File: config.mk
export PLATFORM = sky130hd
export DESIGN_NAME = usb_control_endpoint_sequencer_top
export DESIGN_NICKNAME = d
export VERILOG_FILES = /design/src/design/ucep_pkg.sv /design/src/design/ucep_fifo.sv /design/src/design/ucep_front.sv /design/src/design/ucep_back.sv /design/src/design/usb_control_endpoint_sequencer_top.sv
export SDC_FILE = /design/constraint.sdc
export NUM_CORES = 1
export LEC_CHECK = 0
export ABC_AREA = 1
export BUFFER_PORTS_ARGS = -buffer_cell sky130_fd_sc_hd__buf_2
export CAP_MARGIN = 40
export CORE_MARGIN = 5
export CORE_UTILIZATION = 45
export DETAILED_ROUTE_END_ITERATION = 7
export PLACE_DENSITY = 0.71
export SYNTH_ARGS = -nofsm -noshare
export SYNTH_HDL_FRONTEND = slang
export SYNTH_SLANG_ARGS = --single-unit
File: constraint.sdc
create_clock -name clk_i -period 12.8 [get_ports clk_i]
set_clock_uncertainty 0.05 [all_clocks]
set_input_delay 1.92 -clock clk_i [delete_from_list [all_inputs] [get_ports clk_i]]
set_output_delay 1.92 -clock clk_i [all_outputs]
set_load 0.01 [all_outputs]
File: src/design/ucep_pkg.sv
// ucep_pkg: shared types and codes of the control endpoint sequencer
// no dependencies; imported by ucep_front, ucep_back and the top level
package ucep_pkg;

  localparam int unsigned SetupPacketBytes = 8;
  localparam int unsigned LenStateMax      = 2047;

  typedef enum logic [2:0] {
    EV_ATTACH  = 3'd0,
    EV_DETACH  = 3'd1,
    EV_RESET   = 3'd2,
    EV_SETUP   = 3'd3,
    EV_IN      = 3'd4,
    EV_OUT     = 3'd5,
    EV_SETADDR = 3'd6,
    EV_UNKNOWN = 3'd7
  } ev_e;

  typedef enum logic [2:0] {
    ST_OK    = 3'd0,
    ST_NODEV = 3'd1,
    ST_STALL = 3'd2,
    ST_HERR  = 3'd3,
    ST_FWD   = 3'd4
  } status_e;

  typedef enum logic [1:0] {
    PH_IDLE = 2'd0,
    PH_DATA = 2'd1,
    PH_ACK  = 2'd2
  } phase_e;

  typedef enum logic [1:0] {
    AT_NONE     = 2'd0,
    AT_ATTACHED = 2'd1,
    AT_DEFAULT  = 2'd2
  } attach_e;

  typedef enum logic [1:0] {
    CD_NONE        = 2'd0,
    CD_BUF_TO_HOST = 2'd1,
    CD_HOST_TO_BUF = 2'd2
  } copy_dir_e;

  // classified token as it leaves the front end
  typedef struct packed {
    ev_e         ev;
    logic [6:0]  addr;
    logic        ep_zero;
    logic [9:0]  plen;
    logic        setup_ok;
    logic        dir_in;
    logic [10:0] req_len;
    logic        hfail;
    logic [10:0] hlen;
  } cmd_t;

  typedef struct packed {
    status_e     status;
    logic [9:0]  byte_count;
    logic [10:0] buffer_offset;
    copy_dir_e   copy_dir;
    logic        run_reset;
    logic        handler_invoked;
  } res_t;

endpackage

File: src/design/ucep_fifo.sv
// ucep_fifo: small flip-flop queue with push/full and pop/empty sides
// no package dependencies; used for the command and result queues
module ucep_fifo #(
  parameter int unsigned Width = 8,
  parameter int unsigned Depth = 2
) (
  input  logic             clk_i,
  input  logic             rst_ni,
  input  logic             push_i,
  input  logic [Width-1:0] wdata_i,
  output logic             full_o,
  input  logic             pop_i,
  output logic [Width-1:0] rdata_o,
  output logic             empty_o
);

  localparam int unsigned PtrW = (Depth > 1) ? $clog2(Depth) : 1;
  localparam int unsigned CntW = $clog2(Depth + 1);

  logic [Width-1:0] mem_q [Depth];
  logic [PtrW-1:0]  wr_ptr_q, wr_ptr_d;
  logic [PtrW-1:0]  rd_ptr_q, rd_ptr_d;
  logic [CntW-1:0]  cnt_q, cnt_d;
  logic             do_push, do_pop;

  assign full_o  = (cnt_q == CntW'(Depth));
  assign empty_o = (cnt_q == '0);
  assign do_push = push_i && !full_o;
  assign do_pop  = pop_i && !empty_o;
  assign rdata_o = mem_q[rd_ptr_q];

  always_comb begin
    wr_ptr_d = wr_ptr_q;
    rd_ptr_d = rd_ptr_q;
    cnt_d    = cnt_q;
    if (do_push) begin
      wr_ptr_d = (wr_ptr_q == PtrW'(Depth - 1)) ? '0 : wr_ptr_q + 1'b1;
    end
    if (do_pop) begin
      rd_ptr_d = (rd_ptr_q == PtrW'(Depth - 1)) ? '0 : rd_ptr_q + 1'b1;
    end
    if (do_push && !do_pop) begin
      cnt_d = cnt_q + 1'b1;
    end else if (do_pop && !do_push) begin
      cnt_d = cnt_q - 1'b1;
    end
  end

  always_ff @(posedge clk_i or negedge rst_ni) begin
    if (!rst_ni) begin
      wr_ptr_q <= '0;
      rd_ptr_q <= '0;
      cnt_q    <= '0;
    end else begin
      wr_ptr_q <= wr_ptr_d;
      rd_ptr_q <= rd_ptr_d;
      cnt_q    <= cnt_d;
    end
  end

  always_ff @(posedge clk_i) begin
    if (do_push) begin
      mem_q[wr_ptr_q] <= wdata_i;
    end
  end

endmodule

File: src/design/ucep_front.sv
// ucep_front: decodes a bus event or token into a classified command
// depends on ucep_pkg; feeds the command queue
module ucep_front
  import ucep_pkg::*;
#(
  parameter int unsigned CONTROL_BUFFER_BYTES = 1024
) (
  input  logic [2:0]  req_type_i,
  input  logic [6:0]  dev_addr_i,
  input  logic [3:0]  endpoint_i,
  input  logic [9:0]  packet_length_i,
  input  logic [7:0]  request_type_byte_i,
  input  logic [15:0] request_length_i,
  input  logic        handler_failed_i,
  input  logic [10:0] handler_length_i,
  output cmd_t        cmd_o
);

  // buffer size capped to what the length state can hold
  localparam int unsigned LenCap =
    (CONTROL_BUFFER_BYTES > LenStateMax) ? LenStateMax : CONTROL_BUFFER_BYTES;

  always_comb begin
    cmd_o.ev       = ev_e'(req_type_i);
    cmd_o.addr     = dev_addr_i;
    cmd_o.ep_zero  = (endpoint_i == 4'd0);
    cmd_o.plen     = packet_length_i;
    cmd_o.setup_ok = (packet_length_i == 10'(SetupPacketBytes));
    cmd_o.dir_in   = request_type_byte_i[7];
    cmd_o.req_len  = (request_length_i > 16'(LenCap)) ? 11'(LenCap)
                                                      : request_length_i[10:0];
    cmd_o.hfail    = handler_failed_i;
    cmd_o.hlen     = handler_length_i;
  end

endmodule

File: src/design/ucep_back.sv
// ucep_back: holds the endpoint state and carries out one command a cycle while the result queue has room
// depends on ucep_pkg; reads the command queue, writes the result queue
module ucep_back
  import ucep_pkg::*;
(
  input  logic clk_i,
  input  logic rst_ni,
  input  logic cmd_valid_i,
  input  cmd_t cmd_i,
  output logic cmd_pop_o,
  input  logic res_full_i,
  output logic res_push_o,
  output res_t res_o
);

  attach_e     attach_q, attach_d;
  logic [6:0]  addr_q, addr_d;
  logic        stalled_q, stalled_d;
  phase_e      phase_q, phase_d;
  logic        dir_in_q, dir_in_d;
  logic [10:0] len_q, len_d;
  logic [10:0] off_q, off_d;

  logic        fire;
  logic        stall_now;
  logic [10:0] left;
  logic [9:0]  chunk;
  logic [10:0] next_off;

  assign fire       = cmd_valid_i && !res_full_i;
  assign cmd_pop_o  = fire;
  assign res_push_o = fire;

  // bytes left in the transfer, limited to the token payload
  assign left     = (off_q > len_q) ? 11'd0 : len_q - off_q;
  assign chunk    = (left < {1'b0, cmd_i.plen}) ? left[9:0] : cmd_i.plen;
  assign next_off = off_q + {1'b0, chunk};

  always_comb begin
    attach_d  = attach_q;
    addr_d    = addr_q;
    stalled_d = stalled_q;
    phase_d   = phase_q;
    dir_in_d  = dir_in_q;
    len_d     = len_q;
    off_d     = off_q;
    stall_now = 1'b0;
    res_o     = '{status: ST_OK, byte_count: '0, buffer_offset: '0,
                  copy_dir: CD_NONE, run_reset: 1'b0, handler_invoked: 1'b0};

    case (cmd_i.ev)
      EV_ATTACH: attach_d = AT_ATTACHED;
      EV_DETACH: attach_d = AT_NONE;
      EV_RESET: begin
        addr_d          = '0;
        attach_d        = AT_DEFAULT;
        res_o.run_reset = 1'b1;
      end
      EV_SETADDR: addr_d = cmd_i.addr;
      EV_SETUP, EV_IN, EV_OUT: begin
        if (attach_q != AT_DEFAULT || cmd_i.addr != addr_q) begin
          res_o.status = ST_NODEV;
        end else if (cmd_i.ev == EV_SETUP) begin
          if (!cmd_i.setup_ok) begin
            stall_now = 1'b1;
          end else begin
            stalled_d = 1'b0;
            dir_in_d  = cmd_i.dir_in;
            len_d     = cmd_i.req_len;
            off_d     = '0;
            if (cmd_i.dir_in) begin
              res_o.handler_invoked = 1'b1;
              if (cmd_i.hfail) begin
                res_o.status = ST_HERR;
              end else begin
                if (cmd_i.hlen < cmd_i.req_len) begin
                  len_d = cmd_i.hlen;
                end
                phase_d = PH_DATA;
              end
            end else begin
              phase_d = (cmd_i.req_len == '0) ? PH_ACK : PH_DATA;
            end
          end
        end else if (stalled_q) begin
          res_o.status = ST_STALL;
        end else if (!cmd_i.ep_zero) begin
          res_o.status = ST_FWD;
        end else if (cmd_i.ev == EV_IN) begin
          case (phase_q)
            PH_ACK: begin
              if (!dir_in_q) begin
                phase_d               = PH_IDLE;
                res_o.handler_invoked = 1'b1;
                if (cmd_i.hfail) begin
                  res_o.status = ST_HERR;
                end
              end
            end
            PH_DATA: begin
              if (dir_in_q) begin
                res_o.byte_count    = chunk;
                res_o.buffer_offset = off_q;
                res_o.copy_dir      = CD_BUF_TO_HOST;
                off_d               = next_off;
                if (next_off >= len_q) begin
                  phase_d = PH_ACK;
                end
              end else begin
                phase_d   = PH_IDLE;
                stall_now = 1'b1;
              end
            end
            default: stall_now = 1'b1;
          endcase
        end else begin
          case (phase_q)
            PH_ACK: begin
              if (dir_in_q) begin
                phase_d = PH_IDLE;
              end
            end
            PH_DATA: begin
              if (!dir_in_q) begin
                res_o.byte_count    = chunk;
                res_o.buffer_offset = off_q;
                res_o.copy_dir      = CD_HOST_TO_BUF;
                off_d               = next_off;
                if (next_off >= len_q) begin
                  phase_d = PH_ACK;
                end
              end else begin
                // early out ends a device-to-host transfer
                phase_d = PH_IDLE;
              end
            end
            default: stall_now = 1'b1;
          endcase
        end
      end
      default: stall_now = 1'b1;
    endcase

    if (stall_now) begin
      stalled_d    = 1'b1;
      res_o.status = ST_STALL;
    end
  end

  always_ff @(posedge clk_i or negedge rst_ni) begin
    if (!rst_ni) begin
      attach_q  <= AT_NONE;
      addr_q    <= '0;
      stalled_q <= 1'b0;
      phase_q   <= PH_IDLE;
      dir_in_q  <= 1'b0;
      len_q     <= '0;
      off_q     <= '0;
    end else if (fire) begin
      attach_q  <= attach_d;
      addr_q    <= addr_d;
      stalled_q <= stalled_d;
      phase_q   <= phase_d;
      dir_in_q  <= dir_in_d;
      len_q     <= len_d;
      off_q     <= off_d;
    end
  end

endmodule

File: src/design/usb_control_endpoint_sequencer_top.sv
// a token waits in the command queue and its result is registered in the result queue
// throughput: one token per cycle while the result queue has room, set by the back end
// two-entry command and result queues let either side stall; a full one takes no push
// reset: asynchronous, active low; empties both queues, device detached, address 0, idle
// depends on ucep_pkg, ucep_fifo, ucep_front and ucep_back
module usb_control_endpoint_sequencer_top
  import ucep_pkg::*;
#(
  parameter int unsigned CONTROL_BUFFER_BYTES = 1024
) (
  input  logic        clk_i,
  input  logic        rst_ni,
  input  logic        push,
  output logic        full,
  input  logic [2:0]  req_type_i,
  input  logic [6:0]  dev_addr_i,
  input  logic [3:0]  endpoint_i,
  input  logic [9:0]  packet_length_i,
  input  logic [7:0]  request_type_byte_i,
  input  logic [15:0] request_length_i,
  input  logic        handler_failed_i,
  input  logic [10:0] handler_length_i,
  output logic        empty,
  input  logic        pop,
  output logic [2:0]  status_o,
  output logic [9:0]  byte_count_o,
  output logic [10:0] buffer_offset_o,
  output logic [1:0]  copy_direction_o,
  output logic        run_reset_o,
  output logic        handler_invoked_o
);

  cmd_t cmd_in, cmd_out;
  res_t res_in, res_out;
  logic cmd_empty, cmd_pop;
  logic res_full, res_push;

  ucep_front #(
    .CONTROL_BUFFER_BYTES(CONTROL_BUFFER_BYTES)
  ) u_front (
    .req_type_i         (req_type_i),
    .dev_addr_i         (dev_addr_i),
    .endpoint_i         (endpoint_i),
    .packet_length_i    (packet_length_i),
    .request_type_byte_i(request_type_byte_i),
    .request_length_i   (request_length_i),
    .handler_failed_i   (handler_failed_i),
    .handler_length_i   (handler_length_i),
    .cmd_o              (cmd_in)
  );

  ucep_fifo #(
    .Width($bits(cmd_t)),
    .Depth(2)
  ) u_cmd_fifo (
    .clk_i  (clk_i),
    .rst_ni (rst_ni),
    .push_i (push),
    .wdata_i(cmd_in),
    .full_o (full),
    .pop_i  (cmd_pop),
    .rdata_o(cmd_out),
    .empty_o(cmd_empty)
  );

  ucep_back u_back (
    .clk_i      (clk_i),
    .rst_ni     (rst_ni),
    .cmd_valid_i(!cmd_empty),
    .cmd_i      (cmd_out),
    .cmd_pop_o  (cmd_pop),
    .res_full_i (res_full),
    .res_push_o (res_push),
    .res_o      (res_in)
  );

  ucep_fifo #(
    .Width($bits(res_t)),
    .Depth(2)
  ) u_res_fifo (
    .clk_i  (clk_i),
    .rst_ni (rst_ni),
    .push_i (res_push),
    .wdata_i(res_in),
    .full_o (res_full),
    .pop_i  (pop),
    .rdata_o(res_out),
    .empty_o(empty)
  );

  assign status_o          = res_out.status;
  assign byte_count_o      = res_out.byte_count;
  assign buffer_offset_o   = res_out.buffer_offset;
  assign copy_direction_o  = res_out.copy_dir;
  assign run_reset_o       = res_out.run_reset;
  assign handler_invoked_o = res_out.handler_invoked;

`ifndef SYNTH
  // back end only writes a result when the result queue has room
  a_res_no_overflow: assert property (@(posedge clk_i) disable iff (!rst_ni)
    res_push |-> !res_full && !cmd_empty)
    else $error("result written into a full queue");

  // a token that copies nothing reports no bytes
  a_no_copy_no_bytes: assert property (@(posedge clk_i) disable iff (!rst_ni)
    (!empty && copy_direction_o == CD_NONE) |-> byte_count_o == 10'd0)
    else $error("byte count without a copy");

  // bus reset never reports a failure
  a_reset_ok: assert property (@(posedge clk_i) disable iff (!rst_ni)
    (!empty && run_reset_o) |-> (status_o == ST_OK && !handler_invoked_o))
    else $error("run_reset with bad status");

  // handler runs only on steps that end ok or with a handler error
  a_handler_status: assert property (@(posedge clk_i) disable iff (!rst_ni)
    (!empty && handler_invoked_o) |-> (status_o == ST_OK || status_o == ST_HERR))
    else $error("handler invoked with unexpected status");
`endif

endmodule

Word level (Yosys, flattened, before mapping)
Memory sizes are Yosys's and may differ from the RTL's.
Cells that the tools add are included.

word-level totals
  bits in registers = 43
  bits in writable memories = 148
  bits of input ports = 64
  logic and storage cells = 184
  memories kept = 2

cells by class
  add/sub/neg operators = 10
  $lt $le $gt $ge = 5
  equality and inequality tests = 21
  mux-type cells = 90
  bitwise operators = 1
  reduce and logical (&&, ||, !) cells = 42

memory list
  name              words  bits a word  read ports  clocked after memory_dff  write ports  RTL line         RTL
  u_cmd_fifo.mem_q  2      46           1           0                         1            ucep_fifo.sv:20  logic [Width-1:0] mem_q [Depth];
  u_res_fifo.mem_q  2      28           1           0                         1            ucep_fifo.sv:20

operator list
  kind                  count
  $mux 23               9
  $mux 11               14
  $mux 2                21
  $mux 1                31
  $mux 26               1
  $mux 3                7
  $gt 16x11->1 const B  1
  $reduce_bool 2->1     8
  $pmux 7 s2            1
  $add 11x10->11        1
  $ge 11x11->1          1
  $gt 11x11->1          1
  $logic_not 11->1      1
  $lt 11x10->1          1
  $lt 11x11->1          1
  $sub 11x11->11        1
  $eq 10x4->1 const B   1
  $mux 10               1
  $reduce_and 10->1     1
  $reduce_and 5->1      2
  $eq 3x3->1 const B    3
  $logic_and 1x1->1     9
  $reduce_and 9->1      1
  $logic_not 1->1       8
  27 further kinds      43

Logic depth before layout (Yosys ltp)
Gate-level depths: netlist of run 1.

  word-level depth = 13
  depth in mapped cells = 40
  gate-level depth less buffers = 40

Hierarchy
Synthesis of run 1 repeated with hierarchy kept, for this count alone.

unflattened totals
  cells, all modules = 1,265
  area, all modules = 10,817.9 um^2

by module, submodules not included
  module                              times used  cells an instance  area each (um^2)
  ucep_back                           1           735                4,476.8
  ucep_fifo (u_cmd_fifo)              1           272                3,607.2
  ucep_fifo (u_res_fifo)              1           178                2,278.4
  ucep_front                          1           79                 451.7
  usb_control_endpoint_sequencer_top  1           1                  3.8

Worst setup path before layout of run 1
Ideal clock, no wire load.

  path kind = reg-to-reg
  from = register u_back.len_q[0]
  to = register u_back.phase_q[0]
  library setup time = 0.083 ns
  arrival time = 5.311 ns
  path slack = 7.356 ns
  stages on the path, launching flop included = 38
  path buffers = 0
  period minus slack after synthesis = 5.444 ns
  cells stage by stage = dfrtp_1 -> inv_1 -> ha_1 -> inv_1 -> fa_1 -> inv_1 -> nor2_1 -> nor2_1 -> o21ai_0 -> xnor2_1 -> or2_2 -> inv_1 -> ha_1 -> nand2_1 -> nor2_1 -> a211oi_1 -> o211ai_1 -> inv_1 -> [... 2 more ...] -> nand2_1 -> inv_1 -> ha_1 -> inv_1 -> fa_1 -> o21ai_0 -> a21oi_1 -> o21ai_0 -> xor2_1 -> inv_1 -> ha_1 -> a21oi_1 -> o21ai_0 -> nand2_1 -> nand4_1 -> nor3_1 -> nor2_1 -> o21ai_0

between the ends
  cells in the longest elaborated chain, start to end = 13

ends and longest elaborated chain
  element                                                RTL line                            RTL
  start: declaration                                     ucep_back.sv:21                     logic [10:0] len_q, len_d;
  start signal: assignment                               ucep_back.sv:165                    len_q <= len_d;
  $sub 11x11->11 / $gt 11x11->1 (equally long branches)  ucep_back.sv:35                     assign left = (off_q > len_q) ? 11'd0 : len_q - off_q;
  $mux 11                                                ucep_back.sv:35
  $lt 11x10->1                                           ucep_back.sv:36                     assign chunk = (left < {1'b0, cmd_i.plen}) ? left[9:0] : cmd_i.plen;
  $mux 10                                                ucep_back.sv:36
  $add 11x10->11                                         ucep_back.sv:37                     assign next_off = off_q + {1'b0, chunk};
  $ge 11x11->1 *                                         ucep_back.sv:106, ucep_back.sv:129
  $mux 2 *                                               --
  $mux 2 (on tied branches)                              --
  $pmux 2 s2 (on tied branches)                          --
  $mux 2 * (4 in a row)                                  --
  end signal: assignment                                 ucep_back.sv:163                    phase_q <= phase_d;
  end: declaration                                       ucep_back.sv:19                     phase_e phase_q, phase_d;

Every way passes the cells marked *; elsewhere a longest branch is shown, timed or not. The select of a mux whose other input is x is not followed.
A chain may end at the register's enable or synchronous reset.

Final worst setup path of run 1
Ends and elaborated chain as after synthesis.

==> out/qor.yml, run 1 <==
power_and_ir_drop:
  power_switching_mw: 1.012
  p_sw_share_pct: 39.82
  pwr-share-clk_pct: 20.4
  p_int_mw: 1.529
  comb_power_share_pct: 42.8
  p_per_area_nw_per_um2: 218.9
  finalPower_mw: 2.541
  ir_drop_mv: 0.1313
  p_leak_nw: 5.494
  seq_power_share_pct: 36.8
sta:
  timing.final.crit_share_pct: 53.04
  rsz0062_at_grt: "no"
  worstMarginPinSlew_ns: 0.7116
  fin_setup_tns_ns: 0
  setup-violations-final: 0
  setup_slack_ns: 6.011
  final_hold_viol_count: 0
  maxSlewViolCount: 0
  relSlewSlack_pct: 52.06
  finalCriticalPeriod_ns: 6.789
  max_freq_mhz: 147.3
synth:
  synthArstFlopShare_pct: 22.51
  synth_fa_ha_area_share_pct: 7.203
  avgSynthCellArea_um2: 9.374
  synth_top_area_share_pct: 43.22
  yosysTopAreaCell: "edfxtp_1"
  dominantRegCellSynth: "edfxtp_1"
  synth_area_um2: 10280
  yosys-top-cells-area: "edfxtp_1 43%, nand2_1 11%, dfrtp_1 10%, ha_1 6.8%, inv_1 5.6%"
  ys_ff_latch: 191
  synth_edf_count: 148
  synth_top_family_by_area: "simple AND/OR/NAND/NOR gates"
  synthSimpleGateAreaFrac_pct: 21.85
  synth_cells: 1097
  synth_sequential_area_ratio_pct: 53.68
  synth-xor-area-share_pct: 1.618
  synth_cell_types: 53
  synth_compound_area_share_pct: 6.509
  synth_nets: 1219
  muxShareOfSynthArea_pct: 1.667
  yosys_warnings: 0
setup_path:
  start_kind: "flip-flop"
  cpMaxStageDelayCell: "fa_1"
  path_max_fanout: 11
  worst-r2r-cell-count: 37
  cp-end-kind: "flip-flop"
  cpMostUsedCell: "inv_1"
  cp.required_ns: 13.11
  arrival_ns: 7.10
  crit_type: "flip-flop to flip-flop"
  slowest_delay_ns: 0.44
layout:
  syn2layout_area_growth_pct: 12.90
  design_area_um2: 11610
  diodes: 0
  final_layout_size_suffix_gt1_share_pct: 15.38
  final_nets: 1305
  final_util_pct: 51.44
clock_network:
  cts_buffer_depth: 2
  cts_tree: "yes"
  ctsHoldBuffers: 0
  cts_inserted_buffers: 17
  cts_max_level: 4
  post_cts_buffers: 0
  root_buffer: "clkbuf_16"
  cts.sinks: 191
  clkTransAtPathRegs_ns: 0.07
  cts_resized: 0
  clock_latency_ns: 0.44
detailed_routing:
  ant_nets: 0
  route.detailed.wl_per_inst_um: 14.70
  vias_per_cell: 5.035
  first_pass_iters: 5
  drtIter0Drc: 458
  num_vias: 7457
  routed_wl_um: 21780
  drc: 0
place:
  dp_hpwl_um: 16230
  dp_slack_ns: 6.053
  port-buffer-count: 86
  routabilityCongestion: 0.8885
  place_area_um2: 11030
floorplanning:
  ios: 94
  start_util_pct: 45.56
  dieArea_um2: 25980
  rows: 55
  die_x_um: 161.2
  die_y_um: 161.2
  coreArea_um2: 22570
global_routing:
  antenna_found_initial: 0
  grt_pass1_wl_um: 36140
  grt_start_max_net_pins: 54
  overflow: 0
  first_global_vias: 7290
  grt_use_total_pct: 17.22
outcome:
  outcome: "complete, no violations"
hold_path:
  hold_depth: 2
  hold_path.class: "flip-flop to flip-flop"
job:
  drv_cap: 0
[cells in the final DEF, fill, tap and decap left out, types with 3 or more instances in the layout]
master / instances
a21o_1: 6
a21oi_1: 30
buf_16: 3
buf_2: 86
buf_4: 6
clkbuf_16: 17
dfrtp_1: 42
edfxtp_1: 148
ha_1: 56
inv_1: 153
inv_6: 4
inv_8: 3
mux2i_1: 16
nand2_1: 307
nand2_2: 6
nand3_1: 59
nand4_1: 11
nor2_1: 65
nor2_2: 16
nor2_4: 3
nor3_1: 10
nor4_1: 6
o211ai_1: 3
o21a_1: 3
o21ai_0: 58
o21bai_1: 3
or2_2: 20
xnor2_1: 5
xor2_1: 14
[Yosys cell counts, types with 5 or more instances]
cell type / n
edfxtp_1: 148
nor2_2: 14
a21oi_1: 30
buf_6: 6
nand2_1: 307
or2_2: 20
nor3_1: 10
nor4_1: 6
a21o_1: 6
nand2_2: 6
nand4_1: 11
buf_2: 8
xor2_1: 14
clkbuf_1: 8
inv_1: 153
ha_1: 56
nand3_1: 59
nor2_1: 69
dfrtp_1: 43
mux2i_1: 16
o21ai_0: 58
xnor2_1: 5
[kinds of logic (layout without fill, tap and decap cells)]
group / after synthesis / after routing
simple gates: 515 / 515
flops: 191 / 191
buf+inv: 182 / 281
compound gates: 115 / 115
fa+ha+maj: 58 / 58
xor+xnor: 19 / 19
mux: 17 / 17
[routing by layer]
| layer | global-route usage (%) | wire [um] | part of all wire [%] | up-vias |
|---|---|---|---|---|
| met5 | 0 | 0 | 0 | - |
| met4 | 4.188 | 253 | 1.2 | 0 |
| met3 | 3.700 | 1245 | 5.7 | 22 |
| met2 | 28.22 | 10150 | 47 | 183 |
| met1 | 23.57 | 10130 | 47 | 3458 |
| li1 | - | - | - | 3794 |
[flip-flops by register name, indices dropped and copies added, names as in the netlist, 7 cells and up]
register / cells
u_cmd_fifo.mem_q: 92
u_res_fifo.mem_q: 56
u_back.len_q: 11
u_back.off_q: 11
u_back.addr_q: 7
[power groups by stage]
| stage | clock network (mW) | registers, mW | logic (mW) |
|---|---|---|---|
| after floorplan | 0 | 0.941 | 0.789 |
| after global placement | 0 | 0.953 | 1.03 |
| after detailed placement | 0 | 0.949 | 1.09 |
| after CTS | 0.530 | 0.936 | 1.10 |
| after global routing | 0.560 | 0.953 | 1.23 |
| final | 0.518 | 0.935 | 1.09 |
[worst paths after layout]
check	startpoint	to	slack [ns]
min in group asynchronous	rst_ni	u_back.addr_q[0]	1.45
worst max register to register	u_back.len_q[0]	u_back.phase_q[0]	6.01
max in group asynchronous	rst_ni	u_back.off_q[7]	10.70
worst min register to register	u_back.addr_q[4]	u_back.addr_q[4]	0.46
worst min-delay path	u_back.addr_q[4]	u_back.addr_q[4]	0.46
worst max-delay path	u_back.len_q[0]	u_back.phase_q[0]	6.01
[area by class of cell]
class                           instances  area (um2)
Fill cell                            2075       10960
Inverter                              154       580.6
Timing Repair Buffer                   95       558.0
Clock inverter                         15       152.6
Clock buffer                           17       425.4
Sequential cell                       191        5522
Multi-Input combinational cell        724        4015
Tap cell                              285       356.6
[critical path, delay by kind of cell (launching register included)]
family | cells | cell delay (ns)
simple gates | 12 | 1.73
xor+xnor | 1 | 0.18
buf+inv | 8 | 0.79
compound gates | 10 | 1.80
fa+ha+maj | 6 | 1.74
flops | 1 | 0.43
[through the flow]
stage / hold WS, ns / instances
after global routing: 0.4784 / 1481
after detailed placement: 0.4370 / 1449
after global placement: 0.4385 / 1446
after CTS: 0.4640 / 1481
final: 0.4643 / 1481
after floorplan: 0.4194 / 1097
(Power assumes the default switching activity.)
==> run 2: changes to the inputs <==
Clock period 12.8 ns to 6.4 ns, I/O delays scaled along.
==> out/qor.yml, run 2 (synthesis results as in run 1) <==
setup_path:
  arrival_ns: 6.22  # -0.88 ns
  start_kind: "flip-flop"
  cpMaxStageDelayCell: "fa_1"
  path_max_fanout: 9  # -2
  path_buf_inv: 8  # unchanged
  cpMostUsedCell: "nor2_1"
  cp-end-kind: "flip-flop"
  cp_top_family: "adder cells"
  reg2reg_slack_ns: 0.45  # -5.56 ns
  slowest_delay_ns: 0.48  # +0.04 ns
  cp.required_ns: 6.67  # -6.44 ns
  crit_type: "flip-flop to flip-flop"
power_and_ir_drop:
  finalPower_mw: 5.118  # +100%
  comb_power_share_pct: 42.4  # -0.4 points
  seq_power_share_pct: 37.0  # +0.2 points
  p_per_area_nw_per_um2: 438.0  # +100%
  power_switching_mw: 2.015  # +99%
  p_leak_nw: 5.525  # +0.57%
  ir_drop_mv: 0.2780  # +110%
  p_sw_share_pct: 39.37  # -0.45 points
  pwr-share-clk_pct: 20.6  # +0.2 points
  p_int_mw: 3.103  # +100%
clock_network:
  cts_tree: "yes"
  clkTransAtPathRegs_ns: 0.07  # about the same
  cts.sinks: 191  # unchanged
  root_buffer: "clkbuf_16"
  cts_inserted_buffers: 17  # unchanged
  cts_max_level: 4  # unchanged
  cts_buffer_depth: 2  # unchanged
  clock_latency_ns: 0.43  # about the same
place:
  dp.cells: 1454  # +0.35%
  routabilityCongestion: 0.8988  # +1.2%
  dp_slack_ns: 0.3579  # -5.695 ns
  dp_hpwl_um: 16550  # +1.9%
  port-buffer-count: 86  # unchanged
layout:
  multi_input_area_um2: 4044  # +0.72%
  register_area_um2: 5522  # unchanged
  final_cells: 1486  # +0.34%
  final_nets: 1311  # +0.46%
  final_layout_size_suffix_gt1_share_pct: 16.49  # +1.1 points
  layout_common_cells: "307 x nand2_1, 152 x inv_1, 148 x edfxtp_1"
  regMostFlops: "u_cmd_fifo.mem_q"
  fillers: 2014  # -2.9%
  reg_top3: "u_cmd_fifo.mem_q: 92 flops, u_res_fifo.mem_q: 56 flops"
  final_common_cell: "nand2_1"
  diodes: 0  # unchanged
  largest_reg_flops: 92  # unchanged
  syn2layout_area_growth_pct: 13.63
detailed_routing:
  route.detailed.wl_per_inst_um: 14.97  # +1.8%
  drtIter0Drc: 525  # +15%
  vias_per_cell: 5.079  # +0.88%
  drc: 0  # unchanged
  first_pass_iters: 5  # unchanged
  num_vias: 7548  # +1.2%
  routed_wl_um: 22240  # +2.1%
  ant_nets: 0  # unchanged
global_routing:
  first_global_vias: 7351  # +0.84%
  grt_start_max_net_pins: 48  # -11%
  grt_use_total_pct: 17.55  # +0.33 points
  antenna_found_initial: 0  # unchanged
  grt_pass1_wl_um: 36650  # +1.4%
  overflow: 0  # unchanged
floorplanning:
  die_y_um: 161.2  # unchanged
  ios: 94  # unchanged
  rows: 55  # unchanged
  die_x_um: 161.2  # unchanged
  dieArea_um2: 25980  # unchanged
  start_util_pct: 45.56  # unchanged
  coreArea_um2: 22570  # unchanged
sta:
  worstMarginPinSlew_ns: 0.7489  # +0.03727 ns
  finalCriticalPeriod_ns: 5.951  # -0.8385 ns
  final_hold_viol_count: 0  # unchanged
  max_freq_mhz: 168.0  # +14%
  setup-violations-final: 0  # unchanged
  timing.final.crit_share_pct: 92.98  # +40 points
  setup_slack_ns: 0.4493  # -5.562 ns
  fin_setup_tns_ns: 0  # unchanged
  maxSlewViolCount: 0  # unchanged
  relSlewSlack_pct: 49.89  # -2.2 points
outcome:
  outcome: "complete, no violations"
hold_path:
  hold_path.class: "input port to async pin"
job:
  drv_cap: 0  # unchanged
==> run 2: changes by cell type in the layout (fill, tap and decap cells not counted), moves of 2 or more <==
cell      change
o21ai_0       -2
buf_4         +6
clkinv_1      -2
inv_8         -2
==> run 2: cell type report <==
| type | count | area share (%) |
|---|---|---|
| flip-flops and latches | 191 | 47.25 |
| multi-input cells | 724 | 34.61 |
| repair buffers | 101 | 5.097 |
| inverters | 154 | 4.968 |
| clock buffers | 18 | 3.673 |
| well taps | 285 | 3.052 |
| clock inverters | 13 | 1.349 |
==> run 2: final timing paths <==
check | start | endpoint | cells past startpoint
setup / recovery | u_back.len_q[0] | u_back.phase_q[1] | 37
hold / removal | rst_ni | u_back.addr_q[0] | 1
setup reg to reg | u_back.len_q[0] | u_back.phase_q[1] | 37
hold reg to reg | u_back.attach_q[1] | u_back.attach_q[1] | 1
max in group asynchronous | rst_ni | u_cmd_fifo.rd_ptr_q | 2
min in group clk_i | u_back.attach_q[1] | u_back.attach_q[1] | 1
==> run 2: what timing repair did <==
| action | in CTS | in global routing |
|---|---|---|
| resized for setup | 0 | 10 |
| endpoints found under the setup margin | 0 | 2 |
| setup buffers | 0 | 1 |
| hold buffers | 0 | 0 |
==> run 2: metrics by stage <==
| step | area (um2) | hold slack (ns) | utilization, % |
|---|---|---|---|
| after floorplan | 10280 | 0.4194 | - |
| after global placement | 10990 | 0.4455 | 48.68 |
| after detailed placement | 11060 | 0.4522 | 49.01 |
| after CTS | 11650 | 0.4401 | 51.61 |
| after global routing | 11690 | 0.4607 | 51.77 |
| final | 11690 | 0.4326 | 51.77 |
==> run 2: routing by layer <==
metal	track usage, %	vias up	wire length, um
met1	23.56	3531	10400
met5	0	-	0
met2	29.32	187	10380
li1	-	3799	-
met4	4.692	0	341
met3	3.470	31	1116
==> run 2: power by group through the flow <==
stage                     combinational, mW  clock [mW]  sequential [mW]
after floorplan                        1.58           0             1.88
after global placement                 2.06           0             1.93
after CTS                              2.18        1.07             1.90
final                                  2.17        1.05             1.90
after detailed placement               2.17           0             1.92
after global routing                   2.46        1.13             1.93
==> run 3: changes to the inputs <==
Settings changed: CORE_MARGIN 5 to default.
==> out/qor.yml, run 3 (synthesis results as in run 1) <==
outcome:
  outcome: "complete, no violations"
sta:
  maxSlewViolCount: 0  # unchanged
  max_freq_mhz: 171.6  # +2.1%
  fin_setup_tns_ns: 0  # unchanged
  setup-violations-final: 0  # unchanged
  relSlewSlack_pct: 50.06  # +0.17 points
  finalCriticalPeriod_ns: 5.826  # -0.1247 ns
  rsz0062_at_grt: "no"
  final_hold_viol_count: 0  # unchanged
  worstMarginPinSlew_ns: 0.7463  # -0.002604 ns
  timing.final.crit_share_pct: 91.03  # -1.9 points
floorplanning:
  rows: 54  # -1.8%
  dieArea_um2: 23460  # -9.7%
  coreArea_um2: 22090  # -2.1%
  die_x_um: 153.2  # -5.0%
  start_util_pct: 46.55  # +0.99 points
  ios: 94  # unchanged
  die_y_um: 153.2  # -5.0%
setup_path:
  slowest_delay_ns: 0.44  # -0.04 ns
  cpMaxStageDelayCell: "fa_1"
  start_kind: "flip-flop"
  cpMostUsedCell: "inv_1"
  cp-end-kind: "flip-flop"
  cp.required_ns: 6.71  # +0.04 ns
  path_max_fanout: 4  # -5
  crit_type: "flip-flop to flip-flop"
  arrival_ns: 6.13  # -0.09 ns
clock_network:
  ctsHoldBuffers: 0  # unchanged
  cts.sinks: 191  # unchanged
  cts_inserted_buffers: 17  # unchanged
  root_buffer: "clkbuf_16"
  cts_max_level: 4  # unchanged
  cts_tree: "yes"
  cts_buffer_depth: 2  # unchanged
  clock_latency_ns: 0.44  # about the same
  clkTransAtPathRegs_ns: 0.08  # about the same
layout:
  fillers: 1979  # -1.7%
  reg_top3: "u_cmd_fifo.mem_q: 92 flops, u_res_fifo.mem_q: 56 flops"
  final_common_cell: "nand2_1"
  final_layout_size_suffix_gt1_share_pct: 16.56  # +0.069 points
  final_util_pct: 52.83  # +1.1 points
  final_nets: 1311  # unchanged
  layout_common_cells: "307 x nand2_1, 153 x inv_1, 148 x edfxtp_1"
  syn2layout_area_growth_pct: 13.49
  regMostFlops: "u_cmd_fifo.mem_q"
  diodes: 0  # unchanged
  largest_reg_flops: 92  # unchanged
detailed_routing:
  drc: 0  # unchanged
  num_vias: 7547  # -0.013%
  routed_wl_um: 21830  # -1.8%
  ant_nets: 0  # unchanged
  drtIter0Drc: 475  # -9.5%
  first_pass_iters: 5  # unchanged
  vias_per_cell: 5.092  # +0.26%
  route.detailed.wl_per_inst_um: 14.73  # -1.6%
power_and_ir_drop:
  p_per_area_nw_per_um2: 437.8  # about the same
  ir_drop_mv: 0.2264  # -19%
  p_leak_nw: 5.522  # about the same
global_routing:
  first_global_vias: 7045  # -4.2%
  grt_pass1_wl_um: 35430  # -3.3%
  overflow: 0  # unchanged
  grt_use_total_pct: 19.30  # +1.7 points
  antenna_found_initial: 1  # +1
  grt_start_max_net_pins: 48  # unchanged
place:
  routabilityCongestion: 0.8651  # -3.7%
  dp_hpwl_um: 16040  # -3.1%
  port-buffer-count: 86  # unchanged
job:
  drv_cap: 0  # unchanged
hold_path:
  hold_path.class: "input port to async pin"
## run 3: cell count changes in the layout (fill, tap and decap cells not counted), moves of 2 or more
cell       before  now
clkinv_8        1    4
bufinv_16       2    0
clkinv_4        3    1
inv_8           1    3
## run 3: final timing paths
| path | start | to | slack [ns] | depth (start not counted) |
|---|---|---|---|---|
| worst min register to register | u_back.addr_q[4] | u_back.addr_q[4] | 0.46 | 2 |
| worst max-delay path | u_back.len_q[0] | u_back.phase_q[0] | 0.57 | 38 |
| max in group asynchronous | rst_ni | u_back.off_q[4] | 5.36 | 2 |
| worst max register to register | u_back.len_q[0] | u_back.phase_q[0] | 0.57 | 38 |
| worst min-delay path | rst_ni | u_back.addr_q[3] | 0.42 | 1 |
| min in group clk_i | u_back.addr_q[4] | u_back.addr_q[4] | 0.46 | 2 |
## run 3: area by class of cell
| cell class | count | area, um2 | share of cell area [%] |
|---|---|---|---|
| tap | 280 | 350.3 | 3.002 |
| clock buffer | 18 | 429.2 | 3.677 |
| clock inverter | 14 | 163.9 | 1.404 |
| multi-input combinational | 724 | 4045 | 34.66 |
| sequential | 191 | 5522 | 47.31 |
| timing repair buffer | 101 | 580.6 | 4.974 |
| inverter | 154 | 580.6 | 4.974 |
## run 3: layer usage
layer	vias up	global-route usage [%]	routed length [um]
met5	-	0	0
met2	207	30.51	10020
met1	3508	26.93	10510
met3	33	3.629	917
li1	3799	-	-
met4	0	5.916	391
## run 3: worst max-delay path, delay by kind of cell (launching register included)
kind | cells | cell delay [ns]
fa+ha+maj | 6 | 1.65
buf+inv | 9 | 0.71
flops | 1 | 0.39
xor+xnor | 1 | 0.20
simple gates | 12 | 1.32
compound gates | 10 | 1.41
## run 3: what timing repair did
item / in CTS / in global routing
setup endpoints to repair: 0 / 2
setup buffers: 0 / 1
resized for setup: 0 / 11
## run 3: per-stage QoR
stage               hold slack (ns)  total power [mW]  std cells  setup slack, ns  area [um2]
floorplan                    0.4194             3.459       1097           0.9564       10280
global placement             0.4385             3.972       1445           0.4827       10970
finish                       0.4216             5.110       1482           0.5740       11670
detailed placement           0.4374             4.072       1449           0.3141       11040
global route                 0.4480             5.467       1482          0.02779       11670
CTS                          0.4266             5.130       1481           0.2942       11630
## run 3: power breakdown
group | internal, mW | switching, mW
sequential | 1.76 | 0.140
clock | 0.528 | 0.518
combinational | 0.744 | 1.42
